`src/hw/rtl/fbpa_pkg.sv`:
```
// ----------------------------------------------------------------------------
// fbpa_pkg
// Shared sizes, codes and types of the fixed block pool allocator.
// ----------------------------------------------------------------------------
package fbpa_pkg;

	localparam int SLOTS      = 64;
	localparam int SLOT_W     = $clog2(SLOTS);
	localparam int CNT_W      = SLOT_W + 1;
	localparam int LANES      = 8;
	localparam int LANE_W     = $clog2(LANES);
	localparam int GRPS       = SLOTS / LANES;
	localparam int GRP_W      = $clog2(GRPS);
	localparam int BB_W       = 16;
	localparam int OFS_W      = 22;
	localparam int ST_W       = 2;
	localparam int CFG_IDX_W  = 1;
	localparam int CFG_DATA_W = 16;

	localparam logic OP_ALLOC = 1'b0;
	localparam logic OP_FREE  = 1'b1;

	localparam logic [ST_W-1:0] ST_OK       = 2'd0;
	localparam logic [ST_W-1:0] ST_FULL     = 2'd1;
	localparam logic [ST_W-1:0] ST_BAD_FREE = 2'd2;

	localparam logic [CFG_IDX_W-1:0] CFG_BLOCK_BYTES  = 1'b0;
	localparam logic [CFG_IDX_W-1:0] CFG_ACTIVE_SLOTS = 1'b1;

	// outcome of checking one group of slots
	typedef struct packed {
		logic              hit;   // a free slot was found in the group
		logic [LANE_W-1:0] lane;  // lowest free lane
		logic              last;  // no later group lies below the limit
	} fbpa_scan_t;

endpackage

```
`src/hw/rtl/fbpa_scan.sv`:
```
// ----------------------------------------------------------------------------
// fbpa_scan
// Group checker: finds the lowest free slot of one group at or above the hint
// and below the slot limit.
// ----------------------------------------------------------------------------
module fbpa_scan (
	input  logic [fbpa_pkg::SLOTS-1:0] used,
	input  logic [fbpa_pkg::GRP_W-1:0] grp,
	input  logic [fbpa_pkg::CNT_W-1:0] hint,
	input  logic [fbpa_pkg::CNT_W-1:0] limit,
	output fbpa_pkg::fbpa_scan_t       res
);
	import fbpa_pkg::*;

	logic [LANES-1:0]  cand;
	logic [LANE_W-1:0] lane;
	logic [CNT_W-1:0]  next_start;

	always_comb begin
		logic [SLOT_W-1:0] idx;
		for (int j = 0; j < LANES; j++) begin
			idx     = {grp, LANE_W'(j)};
			cand[j] = !used[idx] && ({1'b0, idx} >= hint) && ({1'b0, idx} < limit);
		end
	end

	// lowest candidate wins
	always_comb begin
		lane = '0;
		for (int j = LANES - 1; j >= 0; j--) begin
			if (cand[j]) begin
				lane = LANE_W'(j);
			end
		end
	end

	assign next_start = CNT_W'({grp, {LANE_W{1'b0}}}) + CNT_W'(LANES);

	assign res.hit  = |cand;
	assign res.lane = lane;
	assign res.last = (next_start >= limit);

endmodule

```
`src/hw/rtl/fbpa_mul.sv`:
```
// ----------------------------------------------------------------------------
// fbpa_mul
// Registered offset multiplier: slot index times block size.
// ----------------------------------------------------------------------------
module fbpa_mul (
	input  logic                        clk,
	input  logic                        en,
	input  logic [fbpa_pkg::SLOT_W-1:0] slot,
	input  logic [fbpa_pkg::BB_W-1:0]   block_bytes,
	output logic [fbpa_pkg::OFS_W-1:0]  product
);
	import fbpa_pkg::*;

	logic [SLOT_W+BB_W-1:0] full;
	logic [OFS_W-1:0]       product_q;

	assign full = {{BB_W{1'b0}}, slot} * {{SLOT_W{1'b0}}, block_bytes};

	always_ff @(posedge clk) begin
		if (en) begin
			product_q <= full[OFS_W-1:0];
		end
	end

	assign product = product_q;

endmodule

```
`src/hw/rtl/fixed_block_pool_allocator_unit.sv`:
```
// ----------------------------------------------------------------------------
// fixed_block_pool_allocator_unit
// Fixed-size block pool allocator: one used flag per slot, a next-free hint
// and a used count. Allocate scans up from the hint, free releases a slot.
// ----------------------------------------------------------------------------
//
//  channel  | handshake             | payload
//  ---------+-----------------------+------------------------------------------
//  in       | in_valid / in_stall   | opcode, free_slot
//  out      | out_valid / out_stall | granted_slot, byte_offset, status, used_count
//  cfg      | cfg_wr_en             | cfg_index, cfg_data
//
//  One transaction at a time. An allocate steps through the group
//  checker (eight slots per cycle, from the hint's group up to the limit).
//  A granted slot then passes through the offset multiplier; every
//  transaction then loads its result into the output register before the
//  sequencer returns to idle. A free updates the pool and loads its result.
//  in_stall is high whenever the sequencer is not idle.
//  Reset clears every used flag, the hint and the count at once.
//  A stalled result waits in the output register; the sequencer holds its
//  next result until that register empties.
// ----------------------------------------------------------------------------
module fixed_block_pool_allocator_unit (
	input  logic                            clk,
	input  logic                            arst_n,
	// request
	input  logic                            in_valid,
	output logic                            in_stall,
	input  logic                            opcode,
	input  logic [fbpa_pkg::SLOT_W-1:0]     free_slot,
	// result
	output logic                            out_valid,
	input  logic                            out_stall,
	output logic [fbpa_pkg::SLOT_W-1:0]     granted_slot,
	output logic [fbpa_pkg::OFS_W-1:0]      byte_offset,
	output logic [fbpa_pkg::ST_W-1:0]       status,
	output logic [fbpa_pkg::CNT_W-1:0]      used_count,
	// configuration
	input  logic                            cfg_wr_en,
	input  logic [fbpa_pkg::CFG_IDX_W-1:0]  cfg_index,
	input  logic [fbpa_pkg::CFG_DATA_W-1:0] cfg_data
);
	import fbpa_pkg::*;

	// sequencer states
	localparam logic [2:0] S_IDLE = 3'd0;
	localparam logic [2:0] S_SCAN = 3'd1;
	localparam logic [2:0] S_FREE = 3'd2;
	localparam logic [2:0] S_MULT = 3'd3;
	localparam logic [2:0] S_RESP = 3'd4;

	logic [2:0]        state_q;

	// pool state
	logic [SLOTS-1:0]  used_q;         // 1 = slot in use
	logic [CNT_W-1:0]  hint_q;         // every slot below it is in use
	logic [CNT_W-1:0]  count_q;

	// configuration
	logic [BB_W-1:0]   block_bytes_q;
	logic [CNT_W-1:0]  active_slots_q;

	// current transaction
	logic              op_q;
	logic [SLOT_W-1:0] slot_q;
	logic [GRP_W-1:0]  grp_q;
	logic [SLOT_W-1:0] res_slot_q;
	logic [ST_W-1:0]   res_status_q;

	// output register
	logic              out_valid_q;
	logic [SLOT_W-1:0] out_slot_q;
	logic [OFS_W-1:0]  out_ofs_q;
	logic [ST_W-1:0]   out_status_q;
	logic [CNT_W-1:0]  out_count_q;

	logic [CNT_W-1:0]  limit;
	fbpa_scan_t        scan;
	logic [SLOT_W-1:0] hit_slot;
	logic [OFS_W-1:0]  product;
	logic              free_bad;
	logic              out_free;

	// active_slots clamped to the pool size
	assign limit = (active_slots_q > CNT_W'(SLOTS)) ? CNT_W'(SLOTS) : active_slots_q;

	fbpa_scan u_scan (
		.used  (used_q),
		.grp   (grp_q),
		.hint  (hint_q),
		.limit (limit),
		.res   (scan)
	);

	assign hit_slot = {grp_q, scan.lane};

	fbpa_mul u_mul (
		.clk         (clk),
		.en          (state_q == S_MULT),
		.slot        (res_slot_q),
		.block_bytes (block_bytes_q),
		.product     (product)
	);

	// out of range or already free
	assign free_bad = ({1'b0, slot_q} >= limit) || !used_q[slot_q];

	assign out_free = !out_valid_q || !out_stall;
	assign in_stall = (state_q != S_IDLE);

	// configuration writes
	always_ff @(posedge clk or negedge arst_n) begin
		if (!arst_n) begin
			block_bytes_q  <= BB_W'(64);
			active_slots_q <= CNT_W'(64);
		end else if (cfg_wr_en) begin
			unique case (cfg_index)
				CFG_BLOCK_BYTES:  block_bytes_q  <= cfg_data[BB_W-1:0];
				CFG_ACTIVE_SLOTS: active_slots_q <= cfg_data[CNT_W-1:0];
			endcase
		end
	end

	// sequencer and pool state
	always_ff @(posedge clk or negedge arst_n) begin
		if (!arst_n) begin
			state_q <= S_IDLE;
			used_q  <= '0;
			hint_q  <= '0;
			count_q <= '0;
		end else begin
			unique case (state_q)
				S_IDLE: begin
					if (in_valid) begin
						state_q <= (opcode == OP_ALLOC) ? S_SCAN : S_FREE;
					end
				end
				S_SCAN: begin
					if (scan.hit) begin
						used_q[hit_slot] <= 1'b1;
						count_q          <= count_q + 1'b1;
						hint_q           <= {1'b0, hit_slot} + 1'b1;
						state_q          <= S_MULT;
					end else if (scan.last) begin
						state_q <= S_RESP;
					end
				end
				S_FREE: begin
					if (!free_bad) begin
						used_q[slot_q] <= 1'b0;
						if (count_q != '0) begin
							count_q <= count_q - 1'b1;
						end
						if (hint_q > {1'b0, slot_q}) begin
							hint_q <= {1'b0, slot_q};
						end
					end
					state_q <= S_RESP;
				end
				S_MULT: begin
					state_q <= S_RESP;
				end
				S_RESP: begin
					if (out_free) begin
						state_q <= S_IDLE;
					end
				end
				default: begin
					state_q <= S_IDLE;
				end
			endcase
		end
	end

	// transaction payload
	always_ff @(posedge clk) begin
		unique case (state_q)
			S_IDLE: begin
				op_q  <= opcode;
				slot_q <= free_slot;
				grp_q <= hint_q[SLOT_W-1:LANE_W];
			end
			S_SCAN: begin
				if (scan.hit) begin
					res_slot_q   <= hit_slot;
					res_status_q <= ST_OK;
				end else if (scan.last) begin
					res_slot_q   <= '0;
					res_status_q <= ST_FULL;
				end else begin
					grp_q <= grp_q + 1'b1;
				end
			end
			S_FREE: begin
				res_slot_q   <= '0;
				res_status_q <= free_bad ? ST_BAD_FREE : ST_OK;
			end
			default: begin
			end
		endcase
	end

	// output register
	always_ff @(posedge clk or negedge arst_n) begin
		if (!arst_n) begin
			out_valid_q <= 1'b0;
		end else if (state_q == S_RESP && out_free) begin
			out_valid_q <= 1'b1;
		end else if (out_valid_q && !out_stall) begin
			out_valid_q <= 1'b0;
		end
	end

	always_ff @(posedge clk) begin
		if (state_q == S_RESP && out_free) begin
			out_slot_q   <= res_slot_q;
			out_ofs_q    <= (op_q == OP_ALLOC && res_status_q == ST_OK) ? product : '0;
			out_status_q <= res_status_q;
			out_count_q  <= count_q;
		end
	end

	assign out_valid    = out_valid_q;
	assign granted_slot = out_slot_q;
	assign byte_offset  = out_ofs_q;
	assign status       = out_status_q;
	assign used_count   = out_count_q;

	// ------------------------------------------------------------------------
	// checks
	// ------------------------------------------------------------------------

	// the count always matches the used flags
	a_count_tracks_flags: assert property (@(posedge clk) disable iff (!arst_n)
		32'(count_q) == $countones(used_q))
		else $error("used count out of step with slot flags");

	// an accepted transaction starts a scan or a free
	a_accept_starts_work: assert property (@(posedge clk) disable iff (!arst_n)
		in_valid && !in_stall |=> state_q == S_SCAN || state_q == S_FREE)
		else $error("accepted transaction did not start");

	// results are loaded only from the response state
	a_result_from_resp: assert property (@(posedge clk) disable iff (!arst_n)
		$rose(out_valid_q) |-> $past(state_q == S_RESP))
		else $error("result appeared outside the response state");

	// failed transactions carry no slot and no offset
	a_fail_zero_payload: assert property (@(posedge clk) disable iff (!arst_n)
		out_valid_q && out_status_q != ST_OK |-> out_slot_q == '0 && out_ofs_q == '0)
		else $error("failed transaction carries a slot or offset");

endmodule

```
`config.mk`:
```
export PLATFORM = sky130hd
export DESIGN_NAME = fixed_block_pool_allocator_unit
export DESIGN_NICKNAME = d
export VERILOG_FILES = /design/src/hw/rtl/fbpa_pkg.sv /design/src/hw/rtl/fbpa_scan.sv /design/src/hw/rtl/fbpa_mul.sv /design/src/hw/rtl/fixed_block_pool_allocator_unit.sv
export SDC_FILE = /design/constraint.sdc
export NUM_CORES = 1
export LEC_CHECK = 0
export ABC_AREA = 1
export BUFFER_PORTS_ARGS = -buffer_cell sky130_fd_sc_hd__buf_2
export CAP_MARGIN = 20
export CELL_PAD_IN_SITES_DETAIL_PLACEMENT = 0
export CELL_PAD_IN_SITES_GLOBAL_PLACEMENT = 1
export CORE_UTILIZATION = 46
export CTS_BUF_LIST = sky130_fd_sc_hd__clkbuf_2 sky130_fd_sc_hd__clkbuf_4 sky130_fd_sc_hd__clkbuf_8
export DETAILED_ROUTE_END_ITERATION = 10
export GPL_ROUTABILITY_DRIVEN = 0
export PLACE_DENSITY = 0.88
export SLEW_MARGIN = 20
export SYNTH_ARGS = -nofsm -noshare
export SYNTH_HDL_FRONTEND = slang
export SYNTH_SLANG_ARGS = --single-unit
export TNS_END_PERCENT = 20
```
`constraint.sdc`:
```
create_clock -name clk -period 9.8 [get_ports clk]
set_input_delay 1.96 -clock clk [delete_from_list [all_inputs] [get_ports clk]]
set_output_delay 1.96 -clock clk [all_outputs]
set_load 0.02 [all_outputs]
```
==> results.txt <==
root buffer cell: clkbuf_8
Synth Warn #: 0
DPL Wire Length: 24900 um
RSZ-0062 raised after global routing: no
Worst Hold Class: flip-flop to flip-flop
Syn-to-layout area delta: 7.01%
top_reg_cell synth: dfrtp_1
fillers: 2815
critical-path cell list: nand2_1, fa_1, inv_1, fa_1, fa_1, ha_1, a21oi_1, nand2_1, nand2_1, o211ai_1, nand2_1, nand2_1, a21oi_1, o21ai_0, nand2_1, nand2_1, nand2_1, nand2_1, xor2_1
Final ANT Viol Nets: 0
Die Y: 173 um
most numerous cell on the critical path: nand2_1
Final Skew: 16.5 ps
most common cell after layout, fill and taps aside: nand2_1
Clock Sink Count: 182
Netlist cell types: 45
drt first pass iters: 6
relative slew slack: 0.305
CTS tree: yes
wire per inst: 16.9 um
io pins: 68
mean cell area of the mapped netlist: 7.80 um2
hold depth: 0
Num CTS Buffers: 17
peak fanout along the critical path: 17
setup bufs post-CTS: 0
worst-margin pin slew: 1040 ps
fin crit share: 0.455
Clock Latency Late Sink: 490 ps
final setup vio count: 0
Seq/Total Area, Yosys: 0.368
Max clock buf depth: 2
CORE AREA: 28700 um2
via density per instance: 5.43
CP Depth: 19
worst-path cell with the longest stage delay: edfxtp_1
antenna violations before repair: 0
Synth Net Count: 1868
Die Width: 173 um
drt total wl: 36100 um
MaxCap Viol Count: 0
Clock transition at path regs: 110 ps
min cycle time layout: 4460 ps
proportion of layout cells with a drive suffix above 1: 0.104
crit-path leading delay family: adder cells
Initial Util: 0.467
commonest cells after routing, fill and taps aside: nand2_1, inv_1, a21oi_1
CTS Hold Bufs: 0
ys async rst share: 0.577
vias: 11600
Buf/Inv on CP: 1
first-pass GRT wire length: 58400 um
crit-path max cell delay: 730 ps
Slew Limit Fails: 0
H-Tree Depth: 4
Initial DRC Count: 1092
CP Capture Type: flip-flop
TNS Setup: 0 ps
mapped cell area: 13400 um2
DRC viols: 0
#FFs+latches synth: 182
Row Count: 62
die area: 29900 um2
IO buf count: 67
# diodes: 0
status: completed
nets: 1894
PostCTS Resize Cnt: 0
CP arrival: 4710 ps
largest net degree at the start of global routing: 76
CP required: 10050 ps
worst r2r path cells: 19
Setup Crit Path Kind: flip-flop to flip-flop
Post-Syn Instances: 1720
final hold vios: 0
number of global-route vias before repair: 10900
Hold WS: 471 ps
number of enable flip-flop cells after synthesis: 77
Startpoint Class: flip-flop
Max Fclk: 0.224 GHz
total gr overflow: 0
GRT Total Usage: 0.247
## cell families (layout without fill, tap and decap cells)
logic type | Yosys count | count (layout) | share of synthesized area
adder cells (fa/ha/maj) | 119 | 119 | 0.143
AO/OA/AOI/OAI | 275 | 275 | 0.106
AND/OR/NAND/NOR | 770 | 770 | 0.249
flip-flops | 182 | 182 | 0.368
multiplexers | 9 | 9 | 0.00755
XOR/XNOR | 25 | 25 | 0.0163
buffers and inverters | 340 | 379 | 0.109
## metrics by stage
step | instance area (um2) | setup slack [ps] | std cells | util
after global routing | 14400 | 5030 | 2143 | 0.500
after CTS | 14300 | 5320 | 2143 | 0.500
after global placement | 14000 | 5420 | 2111 | 0.486
after detailed placement | 14000 | 5320 | 2111 | 0.486
final | 14400 | 5340 | 2143 | 0.500
after floorplan | 13400 | 5560 | 1720 | -
## area by class of cell
| cell class | count | area [um2] | area share |
|---|---|---|---|
| inverter | 257 | 972 | 0.0677 |
| clock inverter | 14 | 153 | 0.0106 |
| tap | 384 | 480 | 0.0335 |
| sequential | 182 | 4940 | 0.344 |
| multi-input combinational | 1198 | 7060 | 0.492 |
| clock buffer | 18 | 241 | 0.0168 |
| timing repair buffer | 90 | 510 | 0.0356 |
## path summary, 6_finish.rpt
check                                       startpoint                     endpoint  slack (ps)
setup / recovery           res_slot_q[2]$_SDFFCE_PP0P_  u_mul.product[20]$_DFFE_PN_        5340
hold / removal                  count_q[0]$_DFFE_PN0P_      used_count[0]$_DFFE_PP_         470
setup reg to reg           res_slot_q[2]$_SDFFCE_PP0P_  u_mul.product[20]$_DFFE_PN_        5340
hold reg to reg                 count_q[0]$_DFFE_PN0P_      used_count[0]$_DFFE_PP_         470
max in group asynchronous                       arst_n       used_q[21]$_DFFE_PN0P_        7040
min in group asynchronous                       arst_n        out_valid$_DFFE_PN0P_        1430
## synthesized netlist by cell type, types with 6 or more instances
cell type  count  area (um2)
o21ai_1       18        90.1
nand2_2        7        43.8
ha_1          61         763
inv_1        243         912
dfrtp_1      103        2580
buf_6         14         158
mux2_2         9         101
nor2_4         6        67.6
xor2_1        22         193
inv_2          8        30.0
fa_1          58        1160
nor3_2         7        70.1
clkbuf_1      29         109
a21oi_1      164         821
nand2_1      487        1830
buf_2         25         125
nand4_1       66         413
o21ai_0       79         395
edfxtp_1      77        2310
nor3_1        82         410
nand3_1       32         160
nor2_1        72         270
buf_4          9        67.6
## routing by layer
layer,up-vias,share of wire,GRT usage
met2,506,0.44,0.377
met1,5471,0.45,0.347
li1,5614,-,-
met3,49,0.087,0.0600
met4,0,0.019,0.0749
met5,-,0,0
## registers in the layout, indices dropped and copies added, names as in the netlist
signal and cells:
res_status_q 2, op_q 1, slot_q 6, state_q 3
count_q 7, used_q 64, active_slots_q 7, grp_q 3
byte_offset 22, granted_slot 6, status 2, u_mul.product 22
hint_q 7, block_bytes_q 16, used_count 7, out_valid 1
res_slot_q 6
Power is left out: the tool's default activity adds up to more than one toggle a clock period on the data nets, which glitch-free logic cannot reach.
